[src/sv/pe_pkg.sv]
package pe_pkg;

	localparam int PE_NUM_PARTICLES = 32;
	localparam int PE_NUM_SEL       = 5;

	localparam logic [2:0] REG_SPAWN_RATE  = 3'd0;
	localparam logic [2:0] REG_LIFE_SPAN   = 3'd1;
	localparam logic [2:0] REG_SIM_SPEED   = 3'd2;
	localparam logic [2:0] REG_START_POS   = 3'd3;
	localparam logic [2:0] REG_START_VEL   = 3'd4;
	localparam logic [2:0] REG_ACCEL       = 3'd5;
	localparam logic [2:0] REG_COLOUR_PAIR = 3'd6;
	localparam logic [2:0] REG_SIZE_PAIR   = 3'd7;

	localparam logic [2:0] SEL_LAST_AXIS = 3'd2;
	localparam logic [2:0] SEL_SIZE      = 3'd4;

	typedef enum logic [3:0] {
		OP_NONE,
		OP_LOAD,
		OP_MUL_DT,
		OP_DT,
		OP_MUL_ACC,
		OP_ACC,
		OP_READ,
		OP_AGE,
		OP_MUL_VEL,
		OP_VEL,
		OP_MUL_POS,
		OP_POS,
		OP_MUL_LERP,
		OP_LERP,
		OP_EMIT
	} op_t;

	typedef struct packed {
		op_t        op;
		logic [2:0] sel;
		logic       last;
	} pe_cmd_t;

	typedef struct packed {
		logic div_done;
		logic out_busy;
	} pe_status_t;

	// product / 65536, truncated toward zero
	function automatic logic signed [26:0] trunc16(input logic signed [42:0] p);
		logic signed [42:0] b;
		b = p + (p[42] ? 43'sd65535 : 43'sd0);
		return b[42:16];
	endfunction

	function automatic logic [15:0] sat16(input logic signed [27:0] v);
		if (v > 28'sd32767) return 16'h7fff;
		if (v < -28'sd32768) return 16'h8000;
		return v[15:0];
	endfunction

	// axis 0 is x in the top bits
	function automatic logic [15:0] axis_get(input logic [47:0] v, input logic [2:0] s);
		case (s)
			3'd0:    return v[47:32];
			3'd1:    return v[31:16];
			default: return v[15:0];
		endcase
	endfunction

	function automatic logic [47:0] axis_put(input logic [47:0] v, input logic [2:0] s,
			input logic [15:0] d);
		logic [47:0] r;
		r = v;
		case (s)
			3'd0:    r[47:32] = d;
			3'd1:    r[31:16] = d;
			default: r[15:0] = d;
		endcase
		return r;
	endfunction

endpackage

[src/sv/pe_ctrl.sv]
module pe_ctrl import pe_pkg::*; #(
	parameter int NUM_PARTICLES = PE_NUM_PARTICLES,
	parameter int IDX_W         = (NUM_PARTICLES > 1) ? $clog2(NUM_PARTICLES) : 1
) (
	input  logic             clk,
	input  logic             arst_n,
	input  logic             in_valid,
	output logic             in_ready,
	input  pe_status_t       status,
	output pe_cmd_t          cmd,
	output logic [IDX_W-1:0] idx
);

	typedef enum logic [14:0] {
		S_IDLE     = 15'h0001,
		S_DT_MUL   = 15'h0002,
		S_DT_WR    = 15'h0004,
		S_ACC_MUL  = 15'h0008,
		S_ACC_WR   = 15'h0010,
		S_READ     = 15'h0020,
		S_AGE      = 15'h0040,
		S_VEL_MUL  = 15'h0080,
		S_VEL_WR   = 15'h0100,
		S_POS_MUL  = 15'h0200,
		S_POS_WR   = 15'h0400,
		S_DIV_WAIT = 15'h0800,
		S_LERP_MUL = 15'h1000,
		S_LERP_WR  = 15'h2000,
		S_EMIT     = 15'h4000
	} state_t;

	state_t           state_q, state_d;
	logic [IDX_W-1:0] idx_q, idx_d;
	logic [2:0]       sel_q, sel_d;
	logic             last;

	assign last = (idx_q == IDX_W'(NUM_PARTICLES - 1));

	always_comb begin
		state_d  = state_q;
		idx_d    = idx_q;
		sel_d    = sel_q;
		cmd.op   = OP_NONE;
		cmd.sel  = sel_q;
		cmd.last = last;
		unique case (state_q)
			S_IDLE: begin
				if (in_valid) begin
					cmd.op  = OP_LOAD;
					state_d = S_DT_MUL;
				end
			end
			S_DT_MUL: begin
				cmd.op  = OP_MUL_DT;
				state_d = S_DT_WR;
			end
			S_DT_WR: begin
				cmd.op  = OP_DT;
				state_d = S_ACC_MUL;
			end
			S_ACC_MUL: begin
				cmd.op  = OP_MUL_ACC;
				state_d = S_ACC_WR;
			end
			S_ACC_WR: begin
				cmd.op  = OP_ACC;
				idx_d   = '0;
				state_d = S_READ;
			end
			S_READ: begin
				cmd.op  = OP_READ;
				state_d = S_AGE;
			end
			S_AGE: begin
				cmd.op  = OP_AGE;
				sel_d   = '0;
				state_d = S_VEL_MUL;
			end
			S_VEL_MUL: begin
				cmd.op  = OP_MUL_VEL;
				state_d = S_VEL_WR;
			end
			S_VEL_WR: begin
				cmd.op  = OP_VEL;
				state_d = S_POS_MUL;
			end
			S_POS_MUL: begin
				cmd.op  = OP_MUL_POS;
				state_d = S_POS_WR;
			end
			S_POS_WR: begin
				cmd.op = OP_POS;
				if (sel_q == SEL_LAST_AXIS) begin
					sel_d   = '0;
					state_d = S_DIV_WAIT;
				end else begin
					sel_d   = sel_q + 3'd1;
					state_d = S_VEL_MUL;
				end
			end
			S_DIV_WAIT: begin
				if (status.div_done) state_d = S_LERP_MUL;
			end
			S_LERP_MUL: begin
				cmd.op  = OP_MUL_LERP;
				state_d = S_LERP_WR;
			end
			S_LERP_WR: begin
				cmd.op = OP_LERP;
				if (sel_q == SEL_SIZE) begin
					state_d = S_EMIT;
				end else begin
					sel_d   = sel_q + 3'd1;
					state_d = S_LERP_MUL;
				end
			end
			S_EMIT: begin
				if (!status.out_busy) begin
					cmd.op = OP_EMIT;
					if (last) begin
						state_d = S_IDLE;
					end else begin
						idx_d   = idx_q + IDX_W'(1);
						state_d = S_READ;
					end
				end
			end
			default: state_d = S_IDLE;
		endcase
	end

	always_ff @(posedge clk or negedge arst_n) begin
		if (!arst_n) begin
			state_q <= S_IDLE;
			idx_q   <= '0;
			sel_q   <= '0;
		end else begin
			state_q <= state_d;
			idx_q   <= idx_d;
			sel_q   <= sel_d;
		end
	end

	assign in_ready = (state_q == S_IDLE);
	assign idx      = idx_q;

endmodule

[config.mk]
export PLATFORM = sky130hd
export DESIGN_NAME = pe_ctrl
export DESIGN_NICKNAME = d
export VERILOG_FILES = /design/src/sv/pe_pkg.sv /design/src/sv/pe_ctrl.sv
export SDC_FILE = /design/constraint.sdc
export NUM_CORES = 1
export LEC_CHECK = 0
export BUFFER_PORTS_ARGS = -buffer_cell sky130_fd_sc_hd__buf_2
export CAP_MARGIN = 10
export CORE_MARGIN = 5
export CORE_UTILIZATION = 48
export DETAILED_ROUTE_END_ITERATION = 8
export PLACE_DENSITY = 0.68
export REMOVE_ABC_BUFFERS = 1
export SYNTH_ARGS = -nofsm -noshare
export SYNTH_HDL_FRONTEND = slang
export SYNTH_SLANG_ARGS = --single-unit
[constraint.sdc]
create_clock -name clk -period 3.4 [get_ports clk]
set_input_delay 0.51 -clock clk [delete_from_list [all_inputs] [get_ports clk]]
set_output_delay 0.51 -clock clk [all_outputs]
set_load 0.05 [all_outputs]
[Yosys cells after proc, flatten, opt, wreduce, memory -nomap -nowiden]
Index checks and enable logic that the tools add are counted.
Word-level totals
  output and inout bits: 14
  register bits: 23
  input port bits: 5
  logic and storage cells: 49
Cells by class
  reductions and logical operators: 5
  muxes and demuxes: 16
  add/sub/neg operators: 2
  equal/unequal tests: 23
Operators with widths (count)
  15-bit one-hot mux with 15 select lines: 1
  15-bit two-way mux: 4
  4-bit one-hot mux with 14 select lines: 1
  15-bit by 1-bit equality test with 1-bit output, second input constant: 1
  15-bit by 10-bit equality test with 1-bit output, second input constant: 1
  15-bit by 11-bit equality test with 1-bit output, second input constant: 1
  15-bit by 12-bit equality test with 1-bit output, second input constant: 1
  15-bit by 13-bit equality test with 1-bit output, second input constant: 1
  15-bit by 14-bit equality test with 1-bit output, second input constant: 1
  15-bit equality test, second input constant: 1
  15-bit by 2-bit equality test with 1-bit output, second input constant: 1
  15-bit by 3-bit equality test with 1-bit output, second input constant: 1
  15-bit by 4-bit equality test with 1-bit output, second input constant: 1
  15-bit by 5-bit equality test with 1-bit output, second input constant: 1
  15-bit by 6-bit equality test with 1-bit output, second input constant: 1
  15-bit by 7-bit equality test with 1-bit output, second input constant: 1
  15-bit by 8-bit equality test with 1-bit output, second input constant: 1
  15-bit by 9-bit equality test with 1-bit output, second input constant: 1
  12-bit two-way mux: 1
  5-bit two-way mux: 2
  2-bit inequality test, second input constant: 5
  5-bit one-hot mux with 2 select lines: 1
  3-bit one-hot mux with 3 select lines: 1
  3-bit two-way mux: 2
  12 further kinds: 13

[Logic depth before layout (Yosys ltp)]
Gate-level depths: netlist (run 1).
  word-level depth: 4
  mapped depth: 7
  depth with buffers taken out: 6

[Least setup slack after synthesis (run 1)]
Ideal clock, no wire load.
  kind: reg-to-output
  start point: register state_q[8]
  end point: output port cmd[4] in the netlist's numbering
  arrival time: 3393 ps
  buffers on the path: 1
  stages on the path, launching flop included: 6
  path slack: -503 ps
  cell sequence: dfrtp_1 -> or4_4 -> buf_6 -> nor4_1 -> and2_1 -> nand3b_1
RTL lines
  start, declared: RTL line pe_ctrl.sv:32  | state_t state_q, state_d;
  start signal, assigned: RTL line pe_ctrl.sv:138  | state_q <= state_d;
  end, declared: RTL line pe_ctrl.sv:10  | output pe_cmd_t cmd,

==> reports/qor.csv, run 1 <==
metric;value;unit
cp.arrival;2.55;ns
syn_area_per_cell;10.50;µm²
synth-main-ff-cell;dfrtp_1;
vias;1245;
dr.pass1.iters;4;
port_buffers;18;
dp_cells;202;
synthArstFlopShare;100.0;%
ys_types;51;
syn_area;1533;µm²
dp_slack;0.6865;ns
nNetsFinal;173;
dieArea;4424;µm²
finalHoldViolations;0;
stdcell_area;1647;µm²
antenna_found_initial;0;
clockRootBuffer;clkbuf_4;
rows;20;
clock_latency;0.31;ns
cp_max_fo;7;
cts_resized;0;
powerDensity;496.2;nW/µm²
synth_edf_count;0;
grt_usage;17.63;%
via_per_inst;6.044;
slew_viol_final;0;
cts_sinks;23;
die_y;66.51;µm
crit_type;reg -> out;
worst_slew_pin_slew;0.5825;ns
post-route-period-util;89.98;%
cts_tree;built;
hp-class;in -> async;
antenna_cells;0;
max_freq;326.9;MHz
synthTopCellsByArea;dfrtp_1, nor4_4, ha_1, nor2_1, nor4_1;
relSlewSlack;60.16;%
rsz0062_at_grt;false;
ys_seq_elements;23;
finalCriticalPeriod;3.059;ns
setup_viol_count_final;0;
cts_hold_buf;0;
cts_inserted_buffers;3;
synth_largest_area_cell;dfrtp_1;
synth_top_area_share;35.92;%
yosysWarnings;0;
remaining_drc_errors;0;
slowest_stage;or4_1;
htreeDepth;1;
fin_setup_tns;0;ns
drive_above_1_share;25.93;%
start_kind;flop;
place_area;1620;µm²
path_cells;or4_1 > nor4_2 > nor4_1 > nand3_1 > buf_2;
area_delta_synth_final;7.429;%
clkSlewWorstSetupHoldPaths;0.13;ns
clock_skew;0.006292;ns
die_w;66.51;µm
cp-end-kind;primary output;
io_pins;19;
max_stage_delay;0.77;ns
p_leak;0.0007688;µW
coreArea;3053;µm²
grt_pass1_vias;1231;
wl;3429;µm
initial_core_util;50.20;%
setup_slack;0.3407;ns
ir_drop;176.5;µV
grt_first_pass_wirelength;5906;µm
drv_cap;0;
wire_per_inst;16.65;µm
clock_path_buffers;2;
gr-total-overflow;0;
cts_setup_buffers;0;
status;finished, final reports clean;
finalNonFillerCells;206;
syn-instance-count;146;
yosysSeqAreaShare;37.63;%
dp_hpwl;2713;µm
initialDrtViolationCount;87;
worst_ep_required_time;2.89;ns
route.antenna.remaining_nets;0;
grt_max_degree;24;
finalWeightedCongestion;0.9685;
## worst paths after layout
| check | slack (ns) | end | from | depth (start not counted) |
|---|---|---|---|---|
| worst max-delay path | 0.34 | cmd[7] | state_q[5] | 5 |
| worst min-delay path | 0.15 | state_q[8] | arst_n | 1 |
| worst max register to register | 1.15 | sel_q[0] | state_q[5] | 5 |
| worst min register to register | 0.56 | idx[4] | idx[4] | 1 |
| max in group asynchronous | 2.88 | state_q[0] | arst_n | 1 |
| min in group clk | 0.44 | state_q[1] | in_valid | 2 |
## through the flow
step	power (µW)	hold slack, ns	util (%)
4_1_cts	823.9	0.1630	53.93
6_report	817.0	0.1517	53.93
5_1_grt	877.0	0.1694	53.93
3_3_place_gp	692.0	0.5093	53.07
3_5_place_dp	693.8	0.5201	53.07
2_1_floorplan	611.4	0.2144	-
## state kept, by name, indices dropped and copies added, names as in the netlist
name	flops
idx	5
sel_q	3
state_q	15
## cells by family after synthesis
family,count (synthesis),share of synthesized area (%)
xor+xnor,4,2.286
mux,3,2.122
simple gates,83,39.51
flops,23,37.63
buf+inv,11,4.979
fa+ha+maj,5,4.082
compound gates,17,9.388
## final cells by class
class | count | area, µm²
Sequential cell | 23 | 576.8
Timing Repair Buffer | 18 | 90.09
Inverter | 5 | 18.77
Fill cell | 292 | 1406
Tap cell | 44 | 55.05
Multi-Input combinational cell | 112 | 879.6
Clock buffer | 4 | 26.28
## report_power, final
part / internal, µW / switching (µW)
combinational: 107 / 234
sequential: 303 / 44.6
clock: 45.8 / 82.5
## cells in the final DEF, fill, tap and decap left out, drive strengths merged, types with 2 or more instances in the layout
cell type | synthesis | final
nor3b | 5 | 5
nor4b | 2 | 2
a31oi | 2 | 2
mux2 | 2 | 2
a21oi | 4 | 4
nor4 | 14 | 14
clkbuf | 0 | 4
and3 | 3 | 3
nand3b | 2 | 2
o22ai | 2 | 2
nand2 | 9 | 9
a22o | 2 | 2
nor3 | 3 | 3
and4 | 2 | 2
nor2 | 15 | 15
ha | 5 | 5
or3 | 3 | 3
or4 | 3 | 3
nand3 | 4 | 4
buf | 6 | 18
dfrtp | 22 | 22
nand4 | 5 | 5
inv | 5 | 5
nand2b | 3 | 3
xnor2 | 3 | 3
or4b | 7 | 7
## metal layers
layer,routed length [µm],GRT usage (%),vias to the layer above,share of wire [%]
met4,36,6.853,0,1.0
met1,1486,22.89,607,43
met2,1761,29.00,37,51
met3,145,3.035,4,4.2
met5,0,0,-,0
li1,-,-,597,-
## cells in the mapped netlist, types with 3 or more instances
library cell  number
dfrtp_1           22
nor2_1            14
nand2_1            9
nor4_1             7
ha_1               5
inv_1              5
nand4_1            5
nand3_1            4
nor3b_1            4
nor4_4             4
or4b_2             4
a21oi_1            3
and3_1             3
nand2b_1           3
nor3_1             3
nor4_2             3
or3_1              3
xnor2_1            3
## worst max-delay path, delay by kind of cell (launching register included)
kind          cells  cell delay [ns]
flops             1             0.49
simple gates      4             1.49
buf+inv           1             0.27
No activity file was read; power rests on OpenSTA's default activity.
==> run 2, diff against run 1 <==
- CELL_PAD_IN_SITES_DETAIL_PLACEMENT: default -> 1
- CELL_PAD_IN_SITES_GLOBAL_PLACEMENT: default -> 2
- CORE_UTILIZATION: 48 -> 40
- PLACE_DENSITY: 0.68 -> default
- PLACE_DENSITY_LB_ADDON: default -> 0.1
==> run 2 against run 1 <==
Compared with the run above:
- hold slack gained 0.071 ns
- count of clock-buffer cells in the layout shrank 1
- register-to-register slack worse by 0.09 ns
- combinational power increased by 2%
- clock skew is 0.0027 ns higher
- clock power is 34% higher
- worst setup slack improved by 0.065 ns
- via count is 0.32% lower
- largest cell class unchanged
- largest power group unchanged
==> reports/qor.csv, run 2 (same netlist as run 1, synthesis figures left out) <==
metric;value;unit
status;finished, final reports clean;
reg2reg_from;state_q[12];
finalHoldViolations;0;
htreeDepth;1;
grt_first_pass_wirelength;6348;µm
dieArea;5170;µm²
grt_pass1_vias;1243;
holdWs;0.2231;ns
drive_above_1_share;26.54;%
met3_usage;2.078;%
finalWeightedCongestion;0.8375;
slew_viol_final;0;
remaining_drc_errors;0;
clockRootBuffer;clkbuf_8;
area_delta_synth_final;9.061;%
grt_max_degree;24;
p_leak;0.0007793;µW
antenna_cells;0;
via_per_inst;5.910;
dr.pass1.iters;4;
rsz0062_at_grt;false;
wl;3879;µm
cts_resized;0;
cts_hold_buf;0;
wire_per_inst;18.47;µm
finalCriticalPeriod;2.994;ns
cp-end-kind;primary output;
cts_inserted_buffers;3;
rows;22;
regMostFlops;state_q;
relSlewSlack;57.12;%
die_y;71.90;µm
slowest_stage;or4_1;
crit_type;reg -> out;
antenna_found_initial;0;
largest_register_ffs;15;
die_w;71.90;µm
gr-total-overflow;0;
fin_setup_tns;0;ns
crit_start;state_q[3];
busiest_layer;met2;
powerDensity;520.2;nW/µm²
path_cells;or4_1 > nor4_1 > a2111oi_0 > nand2_1 > buf_2;
cp.arrival;2.48;ns
final_common_cell;dfrtp_1;
initialDrtViolationCount;91;
setup_viol_count_final;0;
nNetsFinal;173;
use_met1;20.31;%
dp_hpwl;3163;µm
coreArea;3689;µm²
clock_latency;0.26;ns
clock_path_buffers;2;
port_buffers;18;
max_stage_delay;0.79;ns
grt_usage;15.80;%
final_cell_mix;dfrtp_1, buf_2, nor2_1;
post-route-period-util;88.06;%
clkSlewWorstSetupHoldPaths;0.09;ns
cts_tree;built;
ir_drop;197.4;µV
drv_cap;0;
worst_ep_required_time;2.89;ns
cp_max_fo;9;
clock_skew;0.008973;ns
start_kind;flop;
hp-class;in -> async;
cts_setup_buffers;0;
cts_sinks;23;
route.antenna.remaining_nets;0;
io_pins;19;
initial_core_util;41.55;%
vias;1241;
use_met2;27.96;%
worst_slew_pin_slew;0.6383;ns
max_freq;334.0;MHz
## run 2: changes by cell type in the layout (fill, tap and decap cells not counted)
cell	before	now
clkbuf_8	0	3
clkbuf_1	1	0
clkbuf_4	3	0
clkinv_2	0	1
## run 2: where the power goes
part           switching, µW  internal (µW)  total (µW)
clock                   89.8           81.7         171
sequential              47.2            302         350
combinational            241            108         348
## run 2: per-layer routing
| metal | part of all wire, % | vias up |
|---|---|---|
| li1 | - | 593 |
| met1 | 45 | 629 |
| met2 | 51 | 15 |
| met3 | 2.9 | 4 |
| met4 | 1.0 | 0 |
| met5 | 0 | - |
## run 2: metrics by stage
| step | cells | worst slack [ns] | total power, µW | cell area, µm² | utilization, % |
|---|---|---|---|---|---|
| 2_1_floorplan | 140 | -0.5332 | 611.4 | 1475 | - |
| 3_3_place_gp | 206 | 0.7225 | 697.7 | 1625 | 44.06 |
| 3_5_place_dp | 206 | 0.7155 | 703.2 | 1625 | 44.06 |
| 4_1_cts | 210 | 0.3912 | 879.1 | 1672 | 45.32 |
| 5_1_grt | 210 | 0.2489 | 918.1 | 1672 | 45.32 |
| 6_report | 210 | 0.4059 | 869.6 | 1672 | 45.32 |
## run 2: final timing paths
path | endpoint | slack, ns | depth (start not counted)
min in group clk | state_q[1] | 0.48 | 2
worst max-delay path | cmd[6] | 0.41 | 5
max in group asynchronous | state_q[0] | 2.80 | 1
worst min-delay path | state_q[2] | 0.22 | 1
worst max register to register | idx[0] | 1.06 | 5
worst min register to register | idx[4] | 0.55 | 1
## run 2: cell type report
type                    count  area (µm²)
multi-input cells         112       879.6
inverters                   5       18.77
repair buffers             18       90.09
clock inverters             1       5.005
flip-flops and latches     23       576.8
fillers                   436        2017
well taps                  48       60.06
clock buffers               3       41.29
## run 2: worst max-delay path: cells and delay by family, from the launching register on
family,cells,cell delay (ns)
buffers and inverters,1,0.25
DFF,1,0.48
AOI/OAI and AO/OA,1,0.16
and+or+nand+nor,3,1.32
